`config.mk`:
```
export PLATFORM = sky130hd
export DESIGN_NAME = scf_window
export DESIGN_NICKNAME = d
export VERILOG_FILES = /design/src/hdl/scf_pkg.sv /design/src/hdl/scf_window.sv
export SDC_FILE = /design/constraint.sdc
export NUM_CORES = 1
export LEC_CHECK = 0
export ABC_CLOCK_PERIOD_IN_PS = 10050
export BUFFER_PORTS_ARGS = -buffer_cell sky130_fd_sc_hd__buf_2
export CAP_MARGIN = 20
export CORE_MARGIN = 1
export CORE_UTILIZATION = 50
export DETAILED_ROUTE_END_ITERATION = 7
export GPL_TIMING_DRIVEN = 0
export PLACE_DENSITY = 0.83
export SYNTH_ARGS = -nofsm -noshare
export SYNTH_HDL_FRONTEND = slang
export SYNTH_SLANG_ARGS = --single-unit
```
`constraint.sdc`:
```
create_clock -name clk -period 10.05 [get_ports clk]
set_input_delay 1.005 -clock clk [delete_from_list [all_inputs] [get_ports clk]]
set_output_delay 1.005 -clock clk [all_outputs]
set_load 0.02 [all_outputs]
```
`src/hdl/scf_pkg.sv`:
```
package scf_pkg;

  localparam int Q_DEPTH = 8;
  localparam int Q_AW = $clog2(Q_DEPTH);
  localparam int Q_CW = $clog2(Q_DEPTH + 1);

  localparam logic [12:0] WIDTH_RESET = 13'd640;

  typedef struct packed {
    logic [7:0] pixel;
    logic       frame_start;
  } pix_t;

  typedef struct packed {
    logic [15:0] out_row;
    logic [11:0] out_col;
    logic [7:0]  value;
    logic        last_of_run;
  } res_t;

  typedef struct packed {
    logic        valid;
    logic        rge1;
    logic        rge2;
    logic        interior;
    logic        emit;
    logic        lastcol;
    logic [15:0] row;
    logic [11:0] col;
    logic [11:0] bcol;
    logic [7:0]  pix;
  } scf_ctl_t;

  typedef struct packed {
    logic [15:0] row;
    logic [11:0] col;
    logic [7:0]  value;
    logic        lastcol;
    logic [11:0] bcol;
  } scf_entry_t;

endpackage

```
`src/hdl/scf_window.sv`:
```
module scf_window import scf_pkg::*; (
  input  logic       clk,
  input  logic       rst,
  input  scf_ctl_t   ctl,
  input  logic [7:0] mid_q,
  input  logic [7:0] abv_q,
  output logic       push,
  output scf_entry_t entry
);

  logic [7:0]  mid_l;
  logic [7:0]  mid_c;
  logic [7:0]  top_c;
  logic [7:0]  prev_pix;
  logic [7:0]  m_new;
  logic [7:0]  a_new;
  logic [11:0] five;
  logic [11:0] neg;
  logic [11:0] s;
  logic [7:0]  val;

  assign m_new = ctl.rge1 ? mid_q : 8'd0;
  assign a_new = ctl.rge2 ? abv_q : 8'd0;

  always_ff @(posedge clk) begin
    if (rst) begin
      mid_l    <= 8'd0;
      mid_c    <= 8'd0;
      top_c    <= 8'd0;
      prev_pix <= 8'd0;
    end else if (ctl.valid) begin
      mid_l    <= mid_c;
      mid_c    <= m_new;
      top_c    <= a_new;
      prev_pix <= ctl.pix;
    end
  end

  always_comb begin
    five = {2'b00, mid_c, 2'b00} + {4'b0000, mid_c};
    neg  = {4'b0000, mid_l} + {4'b0000, m_new} + {4'b0000, top_c} + {4'b0000, prev_pix};
    s    = five - neg;
    if (!ctl.interior || s[11]) begin
      val = 8'd0;
    end else if (s[10:8] != 3'd0) begin
      val = 8'hFF;
    end else begin
      val = s[7:0];
    end
  end

  assign push          = ctl.valid & ctl.emit;
  assign entry.row     = ctl.row;
  assign entry.col     = ctl.col;
  assign entry.value   = val;
  assign entry.lastcol = ctl.lastcol;
  assign entry.bcol    = ctl.bcol;

endmodule

```
==> out/qor.csv <==
metric,value,unit
Placed Area,0.00338,mm2
DRT Pass-1 Iters,4,
WL final,5850,um
Crit-path slowest cell,fa_1,
die width,78.1,um
clk_lat worst skew,0.29,ns
FP Rows,27,
crit end category,primary output,
Worst Max-Slew Pin Slew,0.795,ns
Sum Neg Setup Slack,0,ns
die footprint,0.00610,mm2
P_leak,1.74,nW
Finished Layout Cells,488,
post-cts hold buffer count,0,
Async SR Flop Fraction,0,
end of the critical path,entry[15],
Final #Nets,533,
VDD IR max,0.131,mV
initial antenna violation count,0,
power density cells,159,mW/mm2
R2R depth,2,
# DRC,0,
Synth Register Bits,32,
H-tree Lvls,2,
reg2reg start,mid_c[0]$_SDFFE_PP0P_,
Post-DP HPWL,4750,um
Boundary Pins,122,
RSZ-0062 raised after global routing,no,
crit start category,primary input,
required time of the critical path,9.05,ns
Worst EP arrival,5.73,ns
Vias,2343,
Mapped Area,0.00290,mm2
global-route wire length before repair,9960,um
initial DRC count,106,
crit-path max FO,10,
"EDFF count, synth",0,
core area,0.00554,mm2
ANT cells,0,
Setup-failing EPs final,0,
period utilization,0.670,
Placed Cells,481,
Peak Freq,148,MHz
fin area,0.00348,mm2
vias in the first global route,2328,
normalized max-slew margin,0.470,
final worst clock skew,0.00131,ns
filler instances,472,
hold crit path type,flip-flop to flip-flop,
crit path launch,ctl[52],
critical setup path kind,primary input to primary output,
post-cts sizing count,0,
final worst path period need,6.74,ns
run status,"complete, no violations",
Die H,78.1,um
largest net degree at the start of global routing,11,
Critical Path Max Stage Delay,0.54,ns
drt via density,4.80,
"reg-to-reg slack, setup",9.19,ns
synth unique cells,36,
clk slew on worst S/H paths,0.06,ns
IO buf count,79,
Synth Instances,330,
Synth Warn #,0,
CTS Buffer Depth,2,
GPL Wtd Cong,0.880,
fin. max-slew vios,0,
"Primary FF master, synth",dfxtp_1,
most frequent CP cell,fa_1,
Synthesized Nets,447,
total CTS buffers,5,
max_cap viols,0,
post-synthesis sequential area ratio,0.221,
Overflow after GRT,0,
Initial Utilization,0.523,
count of final hold-check violations,0,
CP Cell Sequence,"buf_2, clkbuf_1, nand2_1, fa_1, inv_1, fa_1, fa_1, inv_1, ha_1, and3_1, or3_1, a221o_1, or2_0, a2111o_1, o21a_1, buf_2",
CTS Root Cell,clkbuf_8,
Area Overhead vs Synth,20.1,%
"Avg Cell Area, Syn",8.78,um2
clock sink count,32,
Post-CTS Setup Inserts,0,
FF-to-FF End,mid_l[0]$_SDFFE_PP0P_,
share of post-route cells with drive strength above 1,0.308,
routed len/inst,12.0,um
CTS tree,yes,
GRT Resource Usage Total,0.204,
ANT nets after route,0,
through the flow:
step | setup slack (ns) | utilization | power, W | hold slack [ns]
after floorplan | 3.99 | - | 0.000380 | 0.460
after global placement | 3.39 | 0.610 | 0.000441 | 0.472
after detailed placement | 3.36 | 0.610 | 0.000448 | 0.485
after CTS | 3.34 | 0.628 | 0.000557 | 0.505
after global routing | 3.11 | 0.628 | 0.000604 | 0.514
final | 3.31 | 0.628 | 0.000553 | 0.499
critical path, delay by kind of cell:
family / cells / cell delay, ns
AO/OA/AOI/OAI: 3 / 1.06
adder cells (fa/ha/maj): 4 / 1.91
buffers and inverters: 5 / 0.81
AND/OR/NAND/NOR: 4 / 0.92
synthesized netlist by cell type (8+ instances only):
cell type | instances | area, um2
o21a_1 | 9 | 67.6
buf_4 | 41 | 308
inv_1 | 58 | 218
nor2_1 | 30 | 113
nand2b_1 | 8 | 50.1
dfxtp_1 | 32 | 641
mux2i_1 | 18 | 180
clkbuf_1 | 10 | 37.5
fa_1 | 30 | 601
a21oi_1 | 15 | 75.1
ha_1 | 15 | 188
nand2_1 | 13 | 48.8
cell type report:
type / count / area (um2) / share of cell area
Clock buffer: 7 / 96.3 / 0.0277
Timing Repair Buffer: 79 / 395 / 0.114
Tap cell: 72 / 90.1 / 0.0259
Multi-Input combinational cell: 189 / 1690 / 0.487
Buffer: 51 / 345 / 0.0993
Sequential cell: 32 / 641 / 0.184
Inverter: 58 / 218 / 0.0626
logic make-up (layout without fill, tap and decap cells):
family	after synthesis	after routing	share of synthesized area
AND/OR/NAND/NOR	73	73	0.118
adder cells (fa/ha/maj)	45	45	0.272
flip-flops	32	32	0.221
multiplexers	19	19	0.0661
AO/OA/AOI/OAI	45	45	0.107
XOR/XNOR	7	7	0.0212
buffers and inverters	109	195	0.194
layout by cell type (no fill, tap or decap), drive strengths merged, types with 2 or more instances in the layout:
cell type / count
fa: 30
inv: 58
a21oi: 15
ha: 15
a21o: 2
nand3: 7
nor2: 30
xor2: 2
mux2i: 18
buf: 120
nand2b: 8
and2: 5
and4: 2
nand2: 13
clkbuf: 17
nor3: 2
xnor2: 5
a2bb2oi: 7
o21a: 9
o21ai: 3
nor2b: 3
dfxtp: 32
flip-flops by register name, summed over array words and instances, names as in the netlist:
name	cells
mid_l	8
prev_pix	8
top_c	8
mid_c	8
layer usage:
layer  vias to the layer above  routed length, um  GRT usage
li1                       1171                  -          -
met1                      1093               2480      0.242
met2                        69               2990      0.374
met3                        10                313     0.0384
met4                         0                 72     0.0574
met5                         -                  0          0
worst min path at each step:
| stage | startpoint | to | slack (ns) | depth (start not counted) |
|---|---|---|---|---|
| floorplan | mid_l[1]$_SDFFE_PP0P_ | mid_l[1]$_SDFFE_PP0P_ | 0.46 | 2 |
| global placement | mid_l[4]$_SDFFE_PP0P_ | mid_l[4]$_SDFFE_PP0P_ | 0.47 | 2 |
| detailed placement | mid_l[3]$_SDFFE_PP0P_ | mid_l[3]$_SDFFE_PP0P_ | 0.48 | 2 |
| CTS | prev_pix[0]$_SDFFE_PP0P_ | prev_pix[0]$_SDFFE_PP0P_ | 0.50 | 2 |
| global route | prev_pix[0]$_SDFFE_PP0P_ | prev_pix[0]$_SDFFE_PP0P_ | 0.51 | 2 |
| finish | prev_pix[0]$_SDFFE_PP0P_ | prev_pix[0]$_SDFFE_PP0P_ | 0.50 | 2 |
where the power goes:
part	total [W]	internal, W	switching (W)
combinational	0.000309	0.000137	0.000171
clock	0.000108	0.0000609	0.0000472
sequential	0.000136	0.000132	0.00000386
Power figures use the tool's default switching activity.
