**config.mk**
```make
export PLATFORM = sky130hd
export DESIGN_NAME = scf_out_queue
export DESIGN_NICKNAME = d
export VERILOG_FILES = /design/src/hdl/scf_pkg.sv /design/src/hdl/scf_out_queue.sv
export SDC_FILE = /design/constraint.sdc
export NUM_CORES = 1
export LEC_CHECK = 0
export ABC_AREA = 1
export BUFFER_PORTS_ARGS = -buffer_cell sky130_fd_sc_hd__buf_2
export CORE_UTILIZATION = 45
export CTS_CLUSTER_DIAMETER = 30
export CTS_CLUSTER_SIZE = 16
export DETAILED_ROUTE_END_ITERATION = 10
export SYNTH_ARGS = -nofsm -noshare
export SYNTH_HDL_FRONTEND = slang
export SYNTH_SLANG_ARGS = --single-unit
```
**constraint.sdc**
```tcl
create_clock -name clk -period 4.29 [get_ports clk]
set_input_delay 0.6435 -clock clk [delete_from_list [all_inputs] [get_ports clk]]
set_output_delay 0.6435 -clock clk [all_outputs]
set_load 0.1 [all_outputs]
```
**src/hdl/scf_pkg.sv**
```systemverilog
package scf_pkg;

  localparam int Q_DEPTH = 8;
  localparam int Q_AW = $clog2(Q_DEPTH);
  localparam int Q_CW = $clog2(Q_DEPTH + 1);

  localparam logic [12:0] WIDTH_RESET = 13'd640;

  typedef struct packed {
    logic [7:0] pixel;
    logic       frame_start;
  } pix_t;

  typedef struct packed {
    logic [15:0] out_row;
    logic [11:0] out_col;
    logic [7:0]  value;
    logic        last_of_run;
  } res_t;

  typedef struct packed {
    logic        valid;
    logic        rge1;
    logic        rge2;
    logic        interior;
    logic        emit;
    logic        lastcol;
    logic [15:0] row;
    logic [11:0] col;
    logic [11:0] bcol;
    logic [7:0]  pix;
  } scf_ctl_t;

  typedef struct packed {
    logic [15:0] row;
    logic [11:0] col;
    logic [7:0]  value;
    logic        lastcol;
    logic [11:0] bcol;
  } scf_entry_t;

endpackage

```
**src/hdl/scf_out_queue.sv**
```systemverilog
module scf_out_queue import scf_pkg::*; (
  input  logic            clk,
  input  logic            rst,
  input  logic            push,
  input  scf_entry_t      entry,
  input  logic            res_stall,
  output logic            res_valid,
  output res_t            res,
  output logic [Q_CW-1:0] count
);

  scf_entry_t      q [Q_DEPTH];
  scf_entry_t      head;
  logic [Q_AW-1:0] wptr;
  logic [Q_AW-1:0] rptr;
  logic            bord_pend;
  logic [15:0]     bord_row;
  logic [11:0]     bord_col;
  logic            load;
  logic            pop;

  assign head = q[rptr];
  assign load = ~res_valid | ~res_stall;
  assign pop  = load & ~bord_pend & (count != '0);

  always_ff @(posedge clk) begin
    if (push) begin
      q[wptr] <= entry;
    end
  end

  always_ff @(posedge clk) begin
    if (rst) begin
      wptr      <= '0;
      rptr      <= '0;
      count     <= '0;
      res_valid <= 1'b0;
      bord_pend <= 1'b0;
    end else begin
      if (push) begin
        wptr <= wptr + Q_AW'(1);
      end
      if (pop) begin
        rptr <= rptr + Q_AW'(1);
      end
      count <= count + {{(Q_CW-1){1'b0}}, push} - {{(Q_CW-1){1'b0}}, pop};
      if (load) begin
        if (bord_pend) begin
          res_valid <= 1'b1;
          bord_pend <= 1'b0;
        end else if (pop) begin
          res_valid <= 1'b1;
          bord_pend <= head.lastcol;
        end else begin
          res_valid <= 1'b0;
        end
      end
    end
  end

  always_ff @(posedge clk) begin
    if (load) begin
      if (bord_pend) begin
        res.out_row     <= bord_row;
        res.out_col     <= bord_col;
        res.value       <= 8'd0;
        res.last_of_run <= 1'b1;
      end else if (pop) begin
        res.out_row     <= head.row;
        res.out_col     <= head.col;
        res.value       <= head.value;
        res.last_of_run <= ~head.lastcol;
        bord_row        <= head.row;
        bord_col        <= head.bcol;
      end
    end
  end

endmodule

```
==> results of run 1 <==
logic make-up (layout without fill, tap and decap cells):
kind of cell,after synthesis,in the layout
AND/OR/NAND/NOR,492,492
flip-flops,472,472
AO/OA/AOI/OAI,295,295
buffers and inverters,119,331
adder cells (fa/ha/maj),7,7
XOR/XNOR,1,1
other,0,1
path summary, 6_finish.rpt:
path         startpoint  depth (start not counted)  slack (ns)         to
max reg2reg   flip-flop                          6        1.84    res[34]
max           flip-flop                          6        1.84    res[34]
min                 rst                          2        0.29  bord_pend
min reg2reg     rptr[0]                          1        0.48  flip-flop
synthesized netlist by cell type (13+ instances only):
cell | n | area share (%)
o22ai_1 | 32 | 1.1
o211ai_1 | 28 | 1.1
buf_2 | 25 | 0.68
inv_1 | 34 | 0.70
o21ai_1 | 80 | 2.2
buf_6 | 13 | 0.80
a21oi_1 | 19 | 0.52
clkbuf_1 | 35 | 0.72
and2_1 | 16 | 0.55
nand2_1 | 116 | 2.4
nor2_1 | 293 | 6.0
dfxtp_1 | 15 | 1.6
edfxtp_1 | 457 | 75
o21ai_0 | 135 | 3.7
nand3_1 | 65 | 1.8
state kept, by name, indices dropped and copies added, names as in the netlist, named ones only:
signal	count
q	392
rptr	3
bord_col	12
count	4
res_valid	1
bord_pend	1
wptr	3
res	37
bord_row	16
cell type report:
type,count,area [sq um]
diodes,1,2.50
well taps,525,657
clock inverters,71,708
repair buffers,112,643
fillers,3154,17400
flip-flops and latches,472,14000
multi-input cells,795,3730
inverters,38,148
clock buffers,110,2560
metrics by stage:
stage	instances	area (sq um)
global placement	1942	19200
CTS	2123	22500
floorplan	1386	18300
global route	2123	22500
finish	2124	22500
detailed placement	1942	19200
critical path: cells and delay by family (launching register included):
kind,cells,cell delay (ns)
buffers and inverters,1,0.79
flip-flops,1,0.76
AND/OR/NAND/NOR,3,0.30
AO/OA/AOI/OAI,2,0.25
power groups by stage:
stage / sequential (W) / clock [W] / combinational (W)
6_report: 0.00602 / 0.00729 / 0.00453
5_1_grt: 0.00606 / 0.00762 / 0.00496
4_1_cts: 0.00603 / 0.00738 / 0.00459
3_5_place_dp: 0.00610 / 0 / 0.00458
3_3_place_gp: 0.00610 / 0 / 0.00454
2_1_floorplan: 0.00750 / 0 / 0.00217
placed cells by master (no fill, tap or decap), types with 2 or more instances in the layout:
| master | synthesis | routed |
|---|---|---|
| a21oi_1 | 19 | 19 |
| and2_1 | 16 | 16 |
| buf_12 | 1 | 3 |
| buf_2 | 25 | 94 |
| buf_4 | 2 | 15 |
| bufinv_16 | 0 | 9 |
| clkbuf_1 | 35 | 8 |
| clkbuf_16 | 0 | 100 |
| clkbuf_8 | 0 | 2 |
| clkinv_1 | 2 | 18 |
| clkinv_2 | 0 | 14 |
| clkinv_4 | 0 | 9 |
| clkinvlp_4 | 0 | 13 |
| dfxtp_1 | 15 | 11 |
| dfxtp_2 | 0 | 2 |
| dfxtp_4 | 0 | 2 |
| edfxtp_1 | 457 | 457 |
| ha_1 | 6 | 6 |
| inv_1 | 34 | 32 |
| inv_16 | 0 | 5 |
| inv_2 | 2 | 5 |
| inv_6 | 0 | 3 |
| nand2_1 | 116 | 116 |
| nand3_1 | 65 | 65 |
| nor2_1 | 293 | 285 |
| nor2_4 | 0 | 8 |
| o211ai_1 | 28 | 28 |
| o21ai_0 | 135 | 135 |
| o21ai_1 | 80 | 80 |
| o22ai_1 | 32 | 32 |
per-layer routing:
| layer | track usage, % | vias to the layer above | part of all wire, % |
|---|---|---|---|
| li1 | - | 5311 | - |
| met1 | 26.0 | 5532 | 44 |
| met2 | 33.8 | 321 | 49 |
| met3 | 4.36 | 71 | 5.3 |
| met4 | 7.57 | 8 | 1.8 |
| met5 | 0 | - | 0.13 |
==> results_dict.tcl, run 1 <==
set metrics [dict create \
    status "completed" \
    syn_inst 1386 \
    powerDensity_nw_per_um2 793 \
    clkSinkCount 472 \
    max-vdd-ir-drop_mv 0.397 \
    die_w_um 204 \
    wirelength_mm 41.3 \
    synth_edf_count 457 \
    drive_above_1_share_pct 17.9 \
    setup_viol 0 \
    grt_max_degree 209 \
    finalCoreUtilization_pct 56.3 \
    antenna_found_initial 5 \
    yosysWarnings 0 \
    coreArea_sq_um 39900 \
    cap_viol_max_count 0 \
    seqPwrFrac_pct 33.7 \
    yosysUniqueCellTypes 27 \
    cts_buffers 97 \
    drc_errors 0 \
    numPortBuffers 94 \
    startpoint_type "flip-flop" \
    async_flop_share_pct 0 \
    ys.flop_type "edfxtp_1" \
    synth_top_family_by_area "simple AND/OR/NAND/NOR gates" \
    synthMuxAreaShare_pct 0 \
    drt_iter0_markers 786 \
    cts_resized 0 \
    synth_fa_ha_area_share_pct 0.520 \
    p_comb_share_pct 25.4 \
    cts.path.max_buffers 3 \
    via_per_inst 5.29 \
    hold_class "in2reg" \
    leakage_nw 7.97 \
    synth-simple-area-share_pct 10.8 \
    worst_slew_pin_slew_ns 1.03 \
    cts_max_level 3 \
    rsz0062_at_grt "no" \
    crit_type "reg2reg" \
    core.rowCount 73 \
    grt_pass1_vias 11100 \
    grt_usage_pct 20.3 \
    grt_first_pass_wirelength_mm 63.0 \
    synth_seq_area_share_pct 76.7 \
    crit_required_ns 4.64 \
    tns_ns 0 \
    wire_per_inst_um 19.4 \
    maxSlewHeadroom_pct 31.3 \
    critical_path.max_stage_delay_ns 0.79 \
    initial_core_util_pct 45.8 \
    synth_fp_nets 1446 \
    synth_compound_area_share_pct 8.69 \
    dp_hpwl_mm 19.0 \
    yosys_register_bits 472 \
    layout_setup_ws_ns 1.84 \
    critPathCaptureType "flip-flop" \
    layout-area-overhead-vs-synth_pct 22.9 \
    clock_power_share_pct 40.9 \
    root_buffer "clkbuf_16" \
    synth.avg_cell_area_sq_um 13.2 \
    post_cts.repair.setup_buffers 0 \
    die_h_um 204 \
    synth_area_sq_um 18300 \
    fin_nets 1576 \
    skew_ns 0.0174 \
    overflow 0 \
    p_int_w 0.0116 \
    postRouteAntennaNets 0 \
    postCtsHoldBufs 0 \
    finalCriticalPeriod_ns 2.45 \
    period_share_pct 57.0 \
    drt-pass1-iter-count 5 \
    p_total_w 0.0178 \
    hold_violations 0 \
    cts_tree "built" \
    pin_count 95 \
    die_area_sq_um 41500 \
    p_sw_w 0.00623 \
    cp.arrival_ns 2.80 \
    clkLatencyLatePin_ns 0.62 \
    pre_cts_ws_ns 1.79 \
    critical_path_peak_fanout 77 \
    holdWs_ns 0.293 \
    gp_congestion 0.713 \
    slew_viol_final 0 \
    synth_xor_xnor_area_share_pct 0.0479 \
    path_cells "buf_4, nor2_1, o21ai_1, o211ai_1, nand3_1, nand2_1" \
    switching_share_pct 34.9 \
    fmax_mhz 409 \
    slowest_stage "buf_4" \
    clk_pin_slew_ns 0.05 \
    vias 11200 \
]
(Power assumes the default switching activity.)
==> inputs of run 2 (changes only) <==
==> constraint.sdc (replaced) <==
create_clock -name clk -period 2.1 [get_ports clk]
set_input_delay 0.315 -clock clk [delete_from_list [all_inputs] [get_ports clk]]
set_output_delay 0.315 -clock clk [all_outputs]
set_load 0.1 [all_outputs]
==> results_dict.tcl, run 2 (synthesis results as in run 1) <==
set metrics [dict create \
    cts_tree "built" \
    cp.arrival_ns 2.35 \
    drt-pass1-iter-count 5 \
    holdWs_ns 0.0265 \
    clk_pin_slew_ns 0.05 \
    cts.path.max_buffers 3 \
    layout_setup_ws_ns 0.217 \
    placed_cells 1965 \
    hold_class "in2reg" \
    grt_pass1_vias 11300 \
    postRouteAntennaNets 0 \
    placed_area_sq_um 19700 \
    antenna_found_initial 3 \
    slowest_stage "fa_2" \
    root_buffer "clkbuf_16" \
    path_cells "nand2_1, inv_1, nor2_1, nand2_2, clkinv_8, nand2_4, o21ai_2, ha_2, inv_1, fa_2, xor2_1, nor2_1" \
    die_w_um 204 \
    pin_count 95 \
    layout-area-overhead-vs-synth_pct 27.6 \
    pre_cts_ws_ns 0.104 \
    multi_input_area_sq_um 3750 \
    maxSlewHeadroom_pct 62.0 \
    gp_congestion 0.729 \
    critical_path_peak_fanout 3 \
    cts_max_level 3 \
    top_regs "q x392, res x37, bord_row x16" \
    hold_violations 0 \
    post_cts.repair.setup_buffers 0 \
    fin_cells 2185 \
    largest_reg_flops 392 \
    clkLatencyLatePin_ns 0.60 \
    core.rowCount 73 \
    fillers 3105 \
    coreArea_sq_um 39900 \
    crit_type "reg2reg" \
    max-vdd-ir-drop_mv 0.822 \
    grt_max_degree 103 \
    clkSinkCount 472 \
    drive_above_1_share_pct 19.9 \
    critPathCaptureType "flip-flop" \
    die_area_sq_um 41500 \
    grt_usage_pct 20.5 \
    cap_viol_max_count 0 \
    vias 11200 \
    powerDensity_nw_per_um2 1580 \
    die_h_um 204 \
    numPortBuffers 94 \
    final_common_cell "edfxtp_1" \
    skew_ns 0.0219 \
    fmax_mhz 531 \
    crit_required_ns 2.57 \
    via_per_inst 5.15 \
    fin_area_sq_um 23300 \
    path_buf_inv 3 \
    setup_viol 0 \
    layout.cells.most_common_list "457 x edfxtp_1, 285 x nor2_1, 133 x o21ai_0" \
    cts_buffers 93 \
    finalCriticalPeriod_ns 1.88 \
    drc_errors 0 \
    rsz0062_at_grt "no" \
    worst_slew_pin_slew_ns 0.570 \
    grt_first_pass_wirelength_mm 64.4 \
    slew_viol_final 0 \
    top_register "q" \
    overflow 0 \
    cp_top_family "simple AND/OR/NAND/NOR gates" \
    startpoint_type "flip-flop" \
    critical_path.max_stage_delay_ns 0.34 \
    period_share_pct 89.7 \
    status "completed" \
    finalCoreUtilization_pct 58.5 \
    drt_iter0_markers 690 \
    wirelength_mm 41.4 \
    dp_hpwl_mm 22.0 \
    seq_area_sq_um 14100 \
    fin_nets 1641 \
    initial_core_util_pct 45.8 \
    leakage_nw 8.30 \
    wire_per_inst_um 18.9 \
]
## run 2: cell count changes in the layout (fill, tap and decap cells not counted), moves of 5 or more
cell | before | now
clkbuf_1 | 8 | 3
buf_12 | 3 | 23
dfxtp_4 | 2 | 7
dlygate4sd3_1 | 0 | 46
inv_16 | 5 | 0
clkinv_1 | 18 | 5
inv_6 | 3 | 15
clkinvlp_4 | 13 | 20
clkbuf_16 | 100 | 94
dfxtp_1 | 11 | 6
## run 2: final cells by class
cell class / instances / share of cell area, %
diodes: 2 / 0.0214
clock buffers: 98 / 10.2
clock inverters: 74 / 3.44
inverters: 38 / 0.702
multi-input cells: 795 / 16.1
flip-flops and latches: 472 / 60.2
well taps: 525 / 2.82
repair buffers: 181 / 6.54
## run 2: routing by layer
layer / global-route usage [%] / vias to the layer above / wire length, um
met2: 33.7 / 296 / 20300
met4: 8.00 / 2 / 743
met1: 26.7 / 5445 / 18000
li1: - / 5436 / -
met5: 0 / - / 8
met3: 4.15 / 63 / 2360
## run 2: final timing paths
check	startpoint	endpoint	slack, ns	depth (start not counted)
setup reg to reg	res_valid	count[2]	0.22	12
hold reg to reg	wptr[0]	wptr[0]	0.50	2
hold / removal	entry[37]	q[7][37]	0.03	1
setup / recovery	res_valid	count[2]	0.22	12
## run 2: through the flow
stage               total power, W  TNS, ns
floorplan                   0.0199   -58.29
global placement            0.0222        0
detailed placement          0.0223        0
CTS                         0.0371        0
global route                0.0383        0
finish                      0.0368        0
## run 2: report_power, final
| group | switching, W | internal [W] |
|---|---|---|
| logic | 0.00751 | 0.00237 |
| registers | 0.000388 | 0.0119 |
| clock network | 0.00493 | 0.00974 |
| total | 0.0128 | 0.0240 |
## run 2: repair_timing
action | 4_1_cts | 5_1_grt
resized for setup | 0 | 0
hold buffers | 46 | 0
endpoints found under the hold margin | 365 | 0
==> inputs of run 3 (changes only) <==
--- a/config.mk
+++ b/config.mk
@@ -8,9 +8,11 @@
 export ABC_AREA = 1
 export BUFFER_PORTS_ARGS = -buffer_cell sky130_fd_sc_hd__buf_2
 export CORE_UTILIZATION = 45
+export CTS_BUF_LIST = sky130_fd_sc_hd__clkbuf_2
 export CTS_CLUSTER_DIAMETER = 30
 export CTS_CLUSTER_SIZE = 16
 export DETAILED_ROUTE_END_ITERATION = 10
+export HOLD_SLACK_MARGIN = 0.02
 export SYNTH_ARGS = -nofsm -noshare
 export SYNTH_HDL_FRONTEND = slang
 export SYNTH_SLANG_ARGS = --single-unit
==> results_dict.tcl, run 3 (synthesis results as in run 1) <==
set metrics [dict create \
    grt_pass1_vias 11200 \
    status "completed" \
    crit_required_ns 1.78 \
    hold_violations 0 \
    critical_path.max_stage_delay_ns 0.49 \
    worst_slew_pin_slew_ns 0.572 \
    cts_buffers 93 \
    hold_depth 2 \
    drc_errors 0 \
    leakage_nw 7.62 \
    layout-area-overhead-vs-synth_pct 18.5 \
    clk_pin_slew_ns 0.16 \
    rr_startpoint "res_valid" \
    wirelength_mm 40.9 \
    slowest_stage "edfxtp_1" \
    cp_top_family "flip-flops" \
    postRouteAntennaNets 0 \
    layout.cells.most_common_list "457 x edfxtp_1, 285 x nor2_1, 133 x o21ai_0" \
    powerDensity_nw_per_um2 1360 \
    max-vdd-ir-drop_mv 0.749 \
    cap_viol_max_count 0 \
    core.rowCount 73 \
    gp_congestion 0.729 \
    via_per_inst 5.15 \
    numPortBuffers 94 \
    fmax_mhz 498 \
    top_regs "q x392, res x37, bord_row x16" \
    setup_viol 0 \
    fillers 3325 \
    worst_r2r_path_depth 12 \
    skew_ns 0.0552 \
    crit_type "reg2out" \
    tns_ns 0 \
    die_h_um 204 \
    clkLatencyLatePin_ns 0.99 \
    top_register "q" \
    die_w_um 204 \
    pin_count 95 \
    initial_core_util_pct 45.8 \
    die_area_sq_um 41500 \
    slew_viol_final 0 \
    root_buffer "clkbuf_2" \
    fin_nets 1651 \
    rrSetupSlack_ns 0.19 \
    fin_area_sq_um 21700 \
    finalCriticalPeriod_ns 2.01 \
    met3WireLength_mm 2.24 \
    holdPathEnd "q[0][48]" \
    path_cells "buf_6" \
    overflow 0 \
    placed_area_sq_um 19700 \
    path_buf_inv 1 \
    grt_usage_pct 20.2 \
    cp.arrival_ns 1.69 \
    wire_per_inst_um 18.6 \
    vias 11300 \
    final_common_cell "edfxtp_1" \
    critical_path_peak_fanout 1 \
    r2r-end "count[2]" \
    period_share_pct 95.6 \
    maxSlewHeadroom_pct 61.8 \
    cts_tree "built" \
    clkSinkCount 472 \
    cts_max_level 3 \
    hp-start "entry[48]" \
    holdWs_ns 0.135 \
    rsz0062_at_grt "yes" \
    dr_wl_met2_mm 20.1 \
    dp_hpwl_mm 22.0 \
    hold_class "in2reg" \
    grt_max_degree 103 \
    finalCoreUtilization_pct 54.3 \
    drive_above_1_share_pct 19.9 \
    cts.path.max_buffers 3 \
    antenna_found_initial 4 \
    grt_first_pass_wirelength_mm 63.6 \
    wl_met1_mm 17.8 \
    critPathCaptureType "output port" \
    highest_layer "met5" \
    drt_iter0_markers 706 \
    coreArea_sq_um 39900 \
    largest_reg_flops 392 \
    seq_area_sq_um 14100 \
    drt-pass1-iter-count 5 \
    startpoint_type "flip-flop" \
    multi_input_area_sq_um 3750 \
]
-- run 3: cell types whose count changed in the layout (fill, tap and decap cells not counted), sizes merged --
cell,previous run,this run
dlygate4sd3,46,56
bufinv,12,13
clkbuf,98,97
diode,2,3
-- run 3: stage by stage --
step	total power, W	setup slack, ns	cells
finish	0.0295	0.0916	2196
CTS	0.0299	-0.0255	2193
global placement	0.0222	0.107	1965
floorplan	0.0199	-0.297	1386
detailed placement	0.0223	0.104	1965
global route	0.0311	-0.00850	2196
-- run 3: report_power, final --
part           switching, W  internal [W]
clock network       0.00393       0.00319
registers          0.000418        0.0118
logic               0.00749       0.00265
-- run 3: what timing repair did --
item | 4_1_cts | 5_1_grt
hold endpoints to repair | 408 | 0
setup buffers | 0 | 0
gates resized for setup | 47 | 0
setup endpoints to repair | 42 | 2
hold buffers | 56 | 0
-- run 3: cell type report --
cell class | instances | area share, %
clock buffer | 97 | 2.24
sequential | 472 | 64.9
antenna | 3 | 0.0347
clock inverter | 75 | 3.69
tap | 525 | 3.03
inverter | 38 | 0.757
timing repair buffer | 191 | 8.08
multi-input combinational | 795 | 17.3
-- run 3: per-layer routing --
metal  vias to the layer above  GRT usage, %
li1                       5474             -
met1                      5498          26.7
met2                       277          33.4
met3                        58          3.93
met4                         2          6.66
met5                         -             0
-- run 3: worst max path at each step --
| stage | startpoint | to | cells after the start | slack, ns |
|---|---|---|---|---|
| floorplan | push | q[0][0] | 3 | -0.30 |
| global placement | res_stall | count[1] | 12 | 0.11 |
| detailed placement | res_stall | count[1] | 12 | 0.10 |
| CTS | res[34] | res[34] | 1 | -0.03 |
| global route | res[12] | res[12] | 1 | -0.008 |
| finish | res[34] | res[34] | 1 | 0.09 |
